## config.mk

```make
export PLATFORM = sky130hd
export DESIGN_NAME = ffba_ram
export DESIGN_NICKNAME = d
export VERILOG_FILES = /design/src/rtl/core/assert_macros.svh /design/src/rtl/core/ffba_ram.sv
export SDC_FILE = /design/constraint.sdc
export NUM_CORES = 1
export LEC_CHECK = 0
export BUFFER_PORTS_ARGS = -buffer_cell sky130_fd_sc_hd__clkbuf_2
export CAP_MARGIN = 20
export CORE_UTILIZATION = 40
export DETAILED_ROUTE_END_ITERATION = 10
export PLACE_DENSITY = 0.66
export SLEW_MARGIN = 20
export SYNTH_ARGS = -nofsm -noshare
export SYNTH_HDL_FRONTEND = slang
export SYNTH_SLANG_ARGS = --single-unit
```

## constraint.sdc

```tcl
create_clock -name clk -period 2.6 [get_ports clk]
set_input_delay 0.52 -clock clk [delete_from_list [all_inputs] [get_ports clk]]
set_output_delay 0.52 -clock clk [all_outputs]
set_load 0.05 [all_outputs]
```

## src/rtl/core/assert_macros.svh

```systemverilog
// Assertion macros shared by the allocator RTL.
// No dependencies; include by bare file name inside a module.
`ifndef ASSERT_MACROS_SVH
`define ASSERT_MACROS_SVH

`ifndef SYNTHESIS

// Check a condition at every clock edge outside reset.
`define ASSERT_ALWAYS(lbl, clk, rst, cond, msg) \
  lbl: assert property (@(posedge clk) disable iff (rst) (cond)) else $error(msg);

// Check a consequent in the same cycle as its antecedent.
`define ASSERT_IMPL(lbl, clk, rst, ante, cons, msg) \
  lbl: assert property (@(posedge clk) disable iff (rst) (ante) |-> (cons)) else $error(msg);

// Check a consequent in the cycle after its antecedent.
`define ASSERT_NEXT(lbl, clk, rst, ante, cons, msg) \
  lbl: assert property (@(posedge clk) disable iff (rst) (ante) |=> (cons)) else $error(msg);

`else

`define ASSERT_ALWAYS(lbl, clk, rst, cond, msg)
`define ASSERT_IMPL(lbl, clk, rst, ante, cons, msg)
`define ASSERT_NEXT(lbl, clk, rst, ante, cons, msg)

`endif

`endif

```

## src/rtl/core/ffba_ram.sv

```systemverilog
// Generic simple dual-port RAM: one write port, one read port, registered read.
// No dependencies.
`timescale 1ns / 1ps
`default_nettype none

module ffba_ram #(
  parameter int WIDTH = 8,
  parameter int DEPTH = 16
) (
  input  wire logic                     clk,
  input  wire logic                     we,
  input  wire logic [$clog2(DEPTH)-1:0] waddr,
  input  wire logic [WIDTH-1:0]         wdata,
  input  wire logic [$clog2(DEPTH)-1:0] raddr,
  output logic      [WIDTH-1:0]         rdata
);

  logic [WIDTH-1:0] mem [DEPTH];

  always_ff @(posedge clk) begin
    if (we) begin
      mem[waddr] <= wdata;
    end
    rdata <= mem[raddr];
  end

endmodule

`default_nettype wire

```

# Word level (Yosys, flattened, before mapping)
# Memories as Yosys holds them, arrays and structs flattened. A register that Yosys moved wholly into a read port is not among the register bits.
# Cells that the tools add are included.
[totals]
reg_bits = 0
ramBits = 128
mem_count = 1
[memory_table]
columns = ["memory", "words", "width", "read_ports", "rd_clocked_by_memory_dff", "write_ports", "line", "rtl"]
rows = [
  ["mem", 16, 8, 1, 1, 1, "ffba_ram.sv:18", "logic [WIDTH-1:0] mem [DEPTH];"],
]
[op_classes]
mux = 2
[op_table]
columns = ["op", "n"]
rows = [
  ["two-way mux 1 bit", 2],
]

# Logic depth before layout (Yosys ltp)
[depth]
ltp_word = 2
depth_mapped = 5
depth_no_buf = 3

# Worst setup path after synthesis
# No wires, ideal clock.
[synth_path]
kind = "input-to-reg"
startpoint = "input port waddr[2]"
endpoint = "memory mem[0][0], enable pin"
arrival_ns = 1.630
path_slack_ns = 0.587
stages = 2
path_buffers = 0
cell_sequence = "or3b_2 > nor3_1"
[synth_rtl]
columns = ["element", "line", "rtl"]
rows = [
  ["from (decl)", "ffba_ram.sv:12", "input wire logic [$clog2(DEPTH)-1:0] waddr,"],
  ["to (decl)", "ffba_ram.sv:18", ""],
]
# Straight into the memory's write port.

# Worst setup path in the final report
[layout_path]
startpoint = "register rdata[6], read port of mem"
endpoint = "output port rdata[6]"
[layout_rtl]
columns = ["element", "line", "rtl"]
rows = [
  ["from (decl)", "ffba_ram.sv:15", "output logic [WIDTH-1:0] rdata"],
]
# No word-level cell between the ends.

==> impl_results.html <==
<table>
<tr><th>Metric</th><th>Value</th></tr>
<tr><th colspan="2">Global routing</th></tr>
<tr><td>Overflow left after global routing</td><td>0</td></tr>
<tr><td>Initial antenna violation count</td><td>0</td></tr>
<tr><td>Via count of the first global-routing pass</td><td>2467</td></tr>
<tr><td>Global-route wire length before repair</td><td>14300 µm</td></tr>
<tr><td>Pin count of the biggest net entering global routing</td><td>33</td></tr>
<tr><td>Gr usage total</td><td>between 15 and 20%</td></tr>
<tr><th colspan="2">Synthesis</th></tr>
<tr><td>Synthesized area divided by synthesized cell count</td><td>22.5 µm²</td></tr>
<tr><td>List of most frequent post-synthesis cells</td><td>128 x sky130_fd_sc_hd__edfxtp_1, 18 x sky130_fd_sc_hd__mux4_2, 16 x sky130_fd_sc_hd__a22oi_1</td></tr>
<tr><td>Library cells used by synthesis</td><td>19</td></tr>
<tr><td>Total of warnings raised by yosys</td><td>0</td></tr>
<tr><td>Post-synth EDFFs</td><td>128</td></tr>
<tr><td>Post-synthesis net count</td><td>approximately 250</td></tr>
<tr><td>Combinational family with the most area after synthesis</td><td>multiplexers</td></tr>
<tr><td>Summed instance area of the synthesized netlist</td><td>5150 µm²</td></tr>
<tr><td>Cells taking the most area after synthesis</td><td>sky130_fd_sc_hd__edfxtp_1 75%, sky130_fd_sc_hd__mux4_2 7.9%, sky130_fd_sc_hd__mux4_1 7.1%, sky130_fd_sc_hd__dfxtp_1 3.1%, sky130_fd_sc_hd__a22oi_1 2.3%</td></tr>
<tr><td>Fraction of the mapped netlist area in simple logic gates</td><td>3.18%</td></tr>
<tr><td>Area share of xor/xnor cells in the synthesized design</td><td>0%</td></tr>
<tr><td>Number of instances in the synthesized netlist</td><td>approximately 230</td></tr>
<tr><td>Commonest register cell after synthesis</td><td>sky130_fd_sc_hd__edfxtp_1</td></tr>
<tr><td>Synthesized-area fraction occupied by ao, oa, aoi and oai cells</td><td>about 2.3%</td></tr>
<tr><td>Sequential fraction of the synthesis area</td><td>77.8%</td></tr>
<tr><td>Multiplexer share of the synthesized area</td><td>approximately 15%</td></tr>
<tr><td>Most frequent cell after synthesis</td><td>sky130_fd_sc_hd__edfxtp_1</td></tr>
<tr><td>Largest area contributor in the netlist</td><td>sky130_fd_sc_hd__edfxtp_1</td></tr>
<tr><td>Yosys reg bits</td><td>136</td></tr>
<tr><td>Area share of the leading cell type in the synthesized netlist</td><td>between 70 and 80%</td></tr>
<tr><td>Synthesized-area fraction occupied by adder cells</td><td>0%</td></tr>
<tr><td>Async S/R FF share, synth</td><td>0%</td></tr>
<tr><th colspan="2">STA</th></tr>
<tr><td>Worst clock skew</td><td>0.00944 ns</td></tr>
<tr><td>Final Hold Vio Count</td><td>0</td></tr>
<tr><td>Max-slew violations</td><td>0</td></tr>
<tr><td>RSZ-0062 raised after global routing</td><td>no</td></tr>
<tr><td>Post-Route Hold Slack</td><td>0.532 ns</td></tr>
<tr><td>Headroom to the max-slew limit</td><td>50.0%</td></tr>
<tr><td>Sum of negative setup slack</td><td>0 ns</td></tr>
<tr><td>Final setup slack of the worst path</td><td>between 1 and 1.5 ns</td></tr>
<tr><td>Post-route minimum period</td><td>between 1.5 and 2 ns</td></tr>
<tr><td>Highest attainable clock frequency</td><td>roughly 640 MHz</td></tr>
<tr><td>Final setup violation count</td><td>0</td></tr>
<tr><td>Final Cycle Share</td><td>60.4%</td></tr>
<tr><td>Worst-margin pin slew</td><td>~0.75 ns</td></tr>
<tr><th colspan="2">Routing</th></tr>
<tr><td>DRT Wirelength</td><td>9370 µm</td></tr>
<tr><td>Count of vias placed by the detailed router</td><td>2358</td></tr>
<tr><td>Remaining antenna violation count</td><td>0</td></tr>
<tr><td>Number of search-and-repair iterations in the first detailed-routing pass</td><td>4</td></tr>
<tr><td>Number of vias per cell after detailed routing</td><td>just over 5</td></tr>
<tr><td>Iter 0 DRT Violations</td><td>approximately 130</td></tr>
<tr><td>Routed wire length per instance</td><td>20.1 µm</td></tr>
<tr><td>Residual DRC</td><td>0</td></tr>
<tr><th colspan="2">Worst setup path</th></tr>
<tr><td>Setup CP Type</td><td>reg -&gt; out</td></tr>
<tr><td>Peak fanout along the critical path</td><td>1</td></tr>
<tr><td>CP cell instances</td><td>clkbuf_2</td></tr>
<tr><td>CP Launch Type</td><td>flop</td></tr>
<tr><td>Total buffers and inverters traversed by the critical path</td><td>1</td></tr>
<tr><td>Crit-path leading delay family</td><td>flip-flops</td></tr>
<tr><td>Nature of the critical path endpoint</td><td>output pin</td></tr>
<tr><td>Largest stage delay on the critical path</td><td>0.35 ns</td></tr>
<tr><td>Slowest-stage cell, CP</td><td>sky130_fd_sc_hd__dfxtp_1</td></tr>
<tr><td>Worst endpoint data arrival time</td><td>1.05 ns</td></tr>
<tr><td>Required time at the worst-slack endpoint</td><td>around 2.1 ns</td></tr>
<tr><th colspan="2">Layout</th></tr>
<tr><td>Final non-filler cell total</td><td>around 470</td></tr>
<tr><td>Ant. Diodes</td><td>0</td></tr>
<tr><td>Synthesis-to-finish area growth</td><td>20.6%</td></tr>
<tr><td>Layout cell share with drive strength beyond 1</td><td>32.0%</td></tr>
<tr><td>Final nets</td><td>299</td></tr>
<tr><th colspan="2">CTS</th></tr>
<tr><td>Clock sink count</td><td>136</td></tr>
<tr><td>TritonCTS clock tree</td><td>built</td></tr>
<tr><td>Clock-pin slew on the worst setup and hold paths</td><td>0.06 ns</td></tr>
<tr><td>CTS Hold Buffers Added</td><td>0</td></tr>
<tr><td>Insertion delay to the later sink of the worst-skew pair</td><td>between 0.4 and 0.5 ns</td></tr>
<tr><td>Resize count post-CTS</td><td>0</td></tr>
<tr><td>Post-CTS setup buffers</td><td>0</td></tr>
<tr><td>TritonCTS buffer count</td><td>17</td></tr>
<tr><td>Clock Root Buffer</td><td>sky130_fd_sc_hd__clkbuf_16</td></tr>
<tr><td>H-tree levels</td><td>4</td></tr>
<tr><td>Clock Path Buffers</td><td>2</td></tr>
<tr><th colspan="2">Worst hold path</th></tr>
<tr><td>Worst min-delay path class</td><td>in -&gt; reg</td></tr>
<tr><th colspan="2">Floorplan</th></tr>
<tr><td>Number of cell rows</td><td>approximately 40</td></tr>
<tr><td>Die Area</td><td>approximately 13000 µm²</td></tr>
<tr><td>Placeable core region</td><td>12600 µm²</td></tr>
<tr><td>Initial core utilization</td><td>between 40% and 50%</td></tr>
<tr><td>Number of top-level pins</td><td>26</td></tr>
<tr><td>Die Wd</td><td>115 µm</td></tr>
<tr><td>Vert. Die Dim</td><td>115 µm</td></tr>
<tr><th colspan="2">Placed design</th></tr>
<tr><td>Final estimated routing congestion in global placement</td><td>0.677</td></tr>
<tr><td>Number of buffer cells added on primary ports</td><td>25</td></tr>
<tr><td>Worst setup timing slack at the placement stage</td><td>0.607 ns</td></tr>
<tr><td>Hpwl dp</td><td>roughly 5900 µm</td></tr>
<tr><td>Number of cells in the design after placement</td><td>434</td></tr>
<tr><th colspan="2">Flow run</th></tr>
<tr><td>Number of max-capacitance violations reported</td><td>0</td></tr>
<tr><th colspan="2">Power</th></tr>
<tr><td>Cell Pwr Density</td><td>845 nW/µm²</td></tr>
<tr><td>Worst supply voltage drop on vdd</td><td>0.000440 V</td></tr>
<tr><td>Total Power</td><td>5.25 mW</td></tr>
<tr><td>Reported leakage power</td><td>2.12 nW</td></tr>
<tr><th colspan="2">Outcome</th></tr>
<tr><td>Result of the run</td><td>finished clean</td></tr>
</table>
==> cell families (layout without fill, tap and decap cells) <==
group                  count (synthesis)  after routing
muxes                                 32             32
DFF                                  136            136
AOI/OAI and AO/OA                     16             16
buffers and inverters                 10             75
and+or+nand+nor                       35             35
==> metrics by stage <==
stage          cell area [µm²]  util [%]
5_1_grt                   6210      49.4
3_3_place_gp              5560      44.3
4_1_cts                   6210      49.4
3_5_place_dp              5560      44.3
2_1_floorplan             5150         -
6_report                  6210      49.4
==> power by group <==
| group | leakage (nW) | internal [mW] | switching [mW] |
|---|---|---|---|
| combinational | 0.579 | 0.0969 | 0.171 |
| clock | 0.312 | 1.67 | 0.847 |
| sequential | 1.22 | 2.45 | 0.0140 |
| total | 2.12 | 4.21 | 1.03 |
==> per-layer routing <==
layer | part of all wire [%] | GRT usage, % | up-vias
met3 | 4.8 | 4.29 | 10
li1 | - | - | 1080
met2 | 52 | 25.6 | 58
met4 | 1.5 | 7.01 | 0
met5 | 0 | 0 | -
met1 | 42 | 20.2 | 1210
==> worst reg2reg max path: stages, from the launching register on <==
cell and delay (ns):
sky130_fd_sc_hd__edfxtp_1 0.35, sky130_fd_sc_hd__mux4_1 0.51, sky130_fd_sc_hd__a22oi_1 0.29, sky130_fd_sc_hd__nand2_1 0.10
==> area by class of cell <==
cell class              instances  area (µm²)
well taps                     172         215
flip-flops and latches        136        4000
repair buffers                 43         285
clock buffers                  23         508
multi-input cells              83        1060
fillers                       989        6360
clock inverters                 9         136
==> path summary, 6_finish.rpt <==
kind	end	slack, ns	cells past startpoint	startpoint
max	rdata[6]	1.03	1	rdata[6]$_DFF_P_
min	mem[13][5]$_DFFE_PP_	0.53	1	wdata[5]
max reg2reg	rdata[0]$_DFF_P_	1.24	3	mem[1][0]$_DFFE_PP_
min reg2reg	rdata[2]$_DFF_P_	0.67	3	mem[5][2]$_DFFE_PP_
==> sequential cells by signal (all words and copies together), names as in the netlist <==
signal / flops
mem: 128
rdata: 8
==> cells in the final DEF (no fill, tap or decap), types with 2 or more instances in the layout <==
master	n
sky130_fd_sc_hd__nand3b_1	2
sky130_fd_sc_hd__nand2_1	9
sky130_fd_sc_hd__nand2b_1	2
sky130_fd_sc_hd__mux4_1	14
sky130_fd_sc_hd__buf_4	16
sky130_fd_sc_hd__nor3_1	4
sky130_fd_sc_hd__clkinv_4	2
sky130_fd_sc_hd__clkbuf_2	25
sky130_fd_sc_hd__a22oi_1	16
sky130_fd_sc_hd__buf_12	2
sky130_fd_sc_hd__bufinv_16	3
sky130_fd_sc_hd__dfxtp_1	8
sky130_fd_sc_hd__edfxtp_1	128
sky130_fd_sc_hd__clkbuf_16	17
sky130_fd_sc_hd__nor2_1	13
sky130_fd_sc_hd__clkbuf_8	6
sky130_fd_sc_hd__clkinvlp_4	2
sky130_fd_sc_hd__mux4_2	18
Note: power is estimated with default switching activity, not from simulation.
